**src/rtl/bis_pkg.sv**
```systemverilog
// Shared types and constants of the bilinear image scaler.
package bis_pkg;

    localparam int COORD_W     = 10;
    localparam int PIX_W       = 16;
    localparam int SRC_DIM_W   = 9;
    localparam int TGT_DIM_W   = 11;
    localparam int STEP_W      = 25;
    localparam int CFG_DATA_W  = 25;
    localparam int CFG_INDEX_W = 3;
    localparam int FRAC_W      = 16;
    localparam int WEIGHT_W    = 17;
    localparam int PROD_W      = COORD_W + 1 + STEP_W;

    localparam logic [WEIGHT_W-1:0] WEIGHT_ONE = 17'h10000;

    localparam logic [CFG_INDEX_W-1:0] CFG_SOURCE_WIDTH    = 3'd0;
    localparam logic [CFG_INDEX_W-1:0] CFG_SOURCE_HEIGHT   = 3'd1;
    localparam logic [CFG_INDEX_W-1:0] CFG_TARGET_WIDTH    = 3'd2;
    localparam logic [CFG_INDEX_W-1:0] CFG_TARGET_HEIGHT   = 3'd3;
    localparam logic [CFG_INDEX_W-1:0] CFG_STEP_HORIZONTAL = 3'd4;
    localparam logic [CFG_INDEX_W-1:0] CFG_STEP_VERTICAL   = 3'd5;

    localparam logic KIND_WRITE  = 1'b0;
    localparam logic KIND_SAMPLE = 1'b1;

    typedef struct packed {
        logic [COORD_W-1:0] column;
        logic [COORD_W-1:0] row;
    } t_meta;

    typedef struct packed {
        logic              valid;
        t_meta             meta;
        logic [FRAC_W-1:0] fx;
        logic [FRAC_W-1:0] fy;
    } t_blend_req;

endpackage

```
**src/rtl/bis_locate.sv**
```systemverilog
// Maps an output coordinate to two clamped source indices and a weight.
module bis_locate #(
    parameter int SIZE_MAX = 256
) (
    input  logic                               i_clk,
    input  logic                               i_en,
    input  logic [bis_pkg::COORD_W-1:0]        i_coord,
    input  logic [bis_pkg::STEP_W-1:0]         i_step,
    input  logic [bis_pkg::SRC_DIM_W-1:0]      i_size,
    output logic [$clog2(SIZE_MAX)-1:0]        o_lo,
    output logic [$clog2(SIZE_MAX)-1:0]        o_hi,
    output logic [bis_pkg::FRAC_W-1:0]         o_frac
);
    import bis_pkg::*;

    localparam int IW = $clog2(SIZE_MAX);

    logic [PROD_W-1:0]        r_prod;
    logic [PROD_W-1:0]        pos;
    logic [PROD_W-FRAC_W-1:0] ipart;
    logic [31:0]              size_lim;
    logic [31:0]              last;
    logic [31:0]              ip32;
    logic [31:0]              n_lo;
    logic [31:0]              n_hi;

    always_comb begin
        if (i_size == '0) begin
            size_lim = 32'd1;
        end else if (32'(i_size) > 32'(SIZE_MAX)) begin
            size_lim = 32'(SIZE_MAX);
        end else begin
            size_lim = 32'(i_size);
        end
        last  = size_lim - 32'd1;
        // Position plus one pixel, so the integer part is never negative.
        pos   = (r_prod >> 1) + PROD_W'(32768);
        ipart = pos[PROD_W-1:FRAC_W];
        ip32  = 32'(ipart);
        n_hi  = (ip32 > last) ? last : ip32;
        if (ip32 == 32'd0) begin
            n_lo = 32'd0;
        end else begin
            n_lo = ((ip32 - 32'd1) > last) ? last : (ip32 - 32'd1);
        end
    end

    always_ff @(posedge i_clk) begin
        if (i_en) begin
            r_prod <= PROD_W'({i_coord, 1'b1}) * PROD_W'(i_step);
            o_lo   <= n_lo[IW-1:0];
            o_hi   <= n_hi[IW-1:0];
            o_frac <= pos[FRAC_W-1:0];
        end
    end

endmodule

```
**config.mk**
```make
export PLATFORM = sky130hd
export DESIGN_NAME = bis_locate
export DESIGN_NICKNAME = d
export VERILOG_FILES = /design/src/rtl/bis_pkg.sv /design/src/rtl/bis_locate.sv
export SDC_FILE = /design/constraint.sdc
export NUM_CORES = 1
export LEC_CHECK = 0
export ABC_CLOCK_PERIOD_IN_PS = 14600
export BUFFER_PORTS_ARGS = -buffer_cell sky130_fd_sc_hd__buf_2
export CAP_MARGIN = 10
export CORE_ASPECT_RATIO = 1.75
export CORE_MARGIN = 3
export CORE_UTILIZATION = 50
export DETAILED_ROUTE_END_ITERATION = 10
export PLACE_DENSITY = 0.74
export SYNTH_ARGS = -nofsm -noshare
export SYNTH_HDL_FRONTEND = slang
export SYNTH_SLANG_ARGS = --single-unit
```
**constraint.sdc**
```tcl
create_clock -name i_clk -period 14.6 [get_ports i_clk]
set_clock_uncertainty 0.2 [all_clocks]
set_input_delay 0.73 -clock i_clk [delete_from_list [all_inputs] [get_ports i_clk]]
set_output_delay 0.73 -clock i_clk [all_outputs]
set_load 0.005 [all_outputs]
```
==> reports/summary.txt <==
initial antenna violation count: 0
Post-Synth XOR/XNOR Area: 4.65%
Starting Density: 51.0%
M1 WL: 10600 um
Overall Power: 3.30 mW
Cell Int Power: 1.68 mW
Final Slew Violations: 0
Post-synth EDFFs: 67
mux cell area share after synthesis: 0.713%
Synth Flop Type: edfxtp_1
Seq pwr share: 14.5%
Die H: 219 um
Worst Hold Class: register to register
Peak Freq: 145 MHz
area grow syn2layout: 7.09%
yosys warns: 0
first-pass GRT wire length: 48900 um
hold buffer count at CTS: 0
post-cts resize count: 0
Final Routed Wirelength: 28600 um
Worst EP required: 14.54 ns
RSZ-0062 raised after global routing: no
Max Used Layer: met4
commonest non-fill, non-tap cell in the layout: inv_1
sw power: 1.62 mW
Chip Width: 128 um
DRC viols: 0
Pwr Density: 237 mW/mm2
FP Rows: 77
gr ovfl total: 0
die area: 0.0280 mm2
DR pass1 iterations: 5
peak supply drop: 119 uV
synthesized cell area: 0.0130 mm2
simple-gate share of the synthesized area: 17.8%
# nets final: 1836
Yosys cell types: 68
# port buffers: 77
Root Driver: clkbuf_16
drt via density: 5.42
clock share of power: 6.5%
status: complete, no violations
routed len/inst: 16.1 um
Reg clk slew, reported paths: 0.06 ns
GP Congestion: 0.910
Max-Slew Margin vs Limit: 33.8%
critical path's largest stage delay: 0.58 ns
Setup Fix Bufs, Post-CTS: 0
Worst setup SP type: input pin
CTS tree: yes
Seq cells post-synth: 67
leakage power: 6.99 nW
Synth Area in Adders: 43.9%
DR vias: 9651
crit share post-route: 47.1%
post-synthesis compound-gate area fraction: 7.46%
Post-DRT Antenna Nets: 0
routed length on met3: 1020 um
layout cell share with drive strength beyond 1: 8.34%
crit path DAT: 6.81 ns
Seq/Total Area, Yosys: 15.5%
worst skew pair latency: 0.33 ns
crit path kind: input pin to register
DR WL met2: 16000 um
Core ar.: 0.0254 mm2
Top Ports: 78
min Tclk post-route: 6.88 ns
Fin Setup TNS: 0 ns
final hold vios: 0
critical-path cell list: buf_2 > nand2_1 > fa_1 > inv_1 > fa_1 > inv_1 > fa_1 > inv_1 > fa_1 > inv_1 > fa_1 > inv_1 > ha_1 > and2_1 > and4_1 > nand4_1 > o221ai_1 > a22oi_1 > a221o_1 > or4b_2 > o311ai_0
worst-path fanout max: 25
switching part of the total power: 49.1%
cell count after synthesis: 1411
Bufs on Longest Clock Path: 2
vias in the first global route: 10500
largest net degree at the start of global routing: 68
Num CTS Buffers: 9
gr usage total: 21.5%
n_diodes: 0
Worst Setup End Kind: register
drt initial violations: 506
post-synthesis async set-or-reset flop share: 0%
H-tree levels: 3
worst slew pin tran: 0.987 ns
Crit-path slowest cell: or4b_2
main combinational cell family by area after synthesis: adder cells
Fill cells: 2321
Gate power share: 78.9%
final setup fails: 0
maxcap violations: 0
leading cell types in the layout, fill and taps excluded: 283 x inv_1, 206 x fa_1, 178 x nand2_1, 126 x ha_1, 108 x and2_1
Post-Syn Area per Cell: 9.20 um2
clock sink count: 67
DP HPWL: 23900 um
worst paths after layout:
| path | startpoint | end | slack, ns | depth (start not counted) |
|---|---|---|---|---|
| max reg2reg | r_prod[16] | o_lo[1] | 8.79 | 17 |
| min | r_prod[3] | o_frac[2] | 0.22 | 0 |
| min reg2reg | r_prod[3] | o_frac[2] | 0.22 | 0 |
| max | i_coord[3] | r_prod[32] | 7.72 | 21 |
synthesized netlist by cell type, types with 3 or more instances:
cell type	count	area, um2
a211oi_1	7	52.6
a21o_1	30	225
a21oi_1	45	225
a31oi_1	5	31.3
and2_1	108	676
and3_1	16	100
and4_1	5	43.8
clkbuf_1	52	195
edfxtp_1	67	2010
fa_1	206	4120
ha_1	126	1580
inv_1	283	1060
mux2i_1	7	70.1
nand2_1	178	668
nand2b_1	4	25.0
nand3_1	23	115
nand4_1	16	100
nor2_1	32	120
nor2b_1	11	68.8
nor3_1	15	75.1
nor3_2	6	60.1
o211ai_1	3	22.5
o21a_1	7	52.6
o21ai_0	30	150
or3_1	11	68.8
xnor2_1	42	368
xor2_1	22	193
flip-flops by register name (all words and copies together), names as in the netlist:
register,flops
o_lo,8
r_prod,35
o_frac,16
o_hi,8
stage by stage:
stage / utilization [%] / hold WS [ns] / worst slack (ns) / cell area (um2) / cells
after global routing: 54.7 / 0.234 / 7.40 / 13900 / 1779
after CTS: 54.7 / 0.218 / 7.81 / 13900 / 1779
after floorplan: - / 0.200 / 8.06 / 13000 / 1426
after detailed placement: 53.5 / 0.205 / 7.46 / 13600 / 1763
final: 54.7 / 0.221 / 7.72 / 13900 / 1779
after global placement: 53.5 / 0.204 / 7.58 / 13600 / 1763
cell type report:
class / instances / area [um2] / share of cell area (%)
clock buffers: 9 / 225 / 1.62
clock inverters: 7 / 75.1 / 0.540
inverters: 284 / 1070 / 7.67
multi-input cells: 1018 / 9740 / 70.0
flip-flops and latches: 67 / 2010 / 14.5
well taps: 316 / 395 / 2.84
repair buffers: 78 / 393 / 2.83
cell families (layout without fill, tap and decap cells):
kind of cell,Yosys count,after routing
simple gates,445,445
buf+inv,341,378
fa+ha+maj,332,332
compound gates,150,150
flops,67,67
xor+xnor,66,66
mux,9,9
other cells,1,16
critical path, delay by kind of cell:
kind	cells	cell delay, ns
and+or+nand+nor	5	1.28
buffers and inverters	6	0.71
adders and majority gates	6	2.95
AOI/OAI and AO/OA	4	1.11
power groups by stage:
stage                     combinational [mW]  clock, mW  sequential, mW
after floorplan                         2.00          0           0.476
after CTS                               2.60      0.219           0.479
after global routing                    2.99      0.227           0.491
after detailed placement                2.59          0           0.483
final                                   2.60      0.216           0.479
after global placement                  2.50          0           0.479
metal layers:
| layer | vias to the layer above | global-route usage [%] |
|---|---|---|
| met2 | 244 | 41.5 |
| met3 | 66 | 1.68 |
| met5 | - | 0 |
| met4 | 0 | 8.96 |
| li1 | 4527 | - |
| met1 | 4814 | 23.9 |
Power figures use the tool's default switching activity.
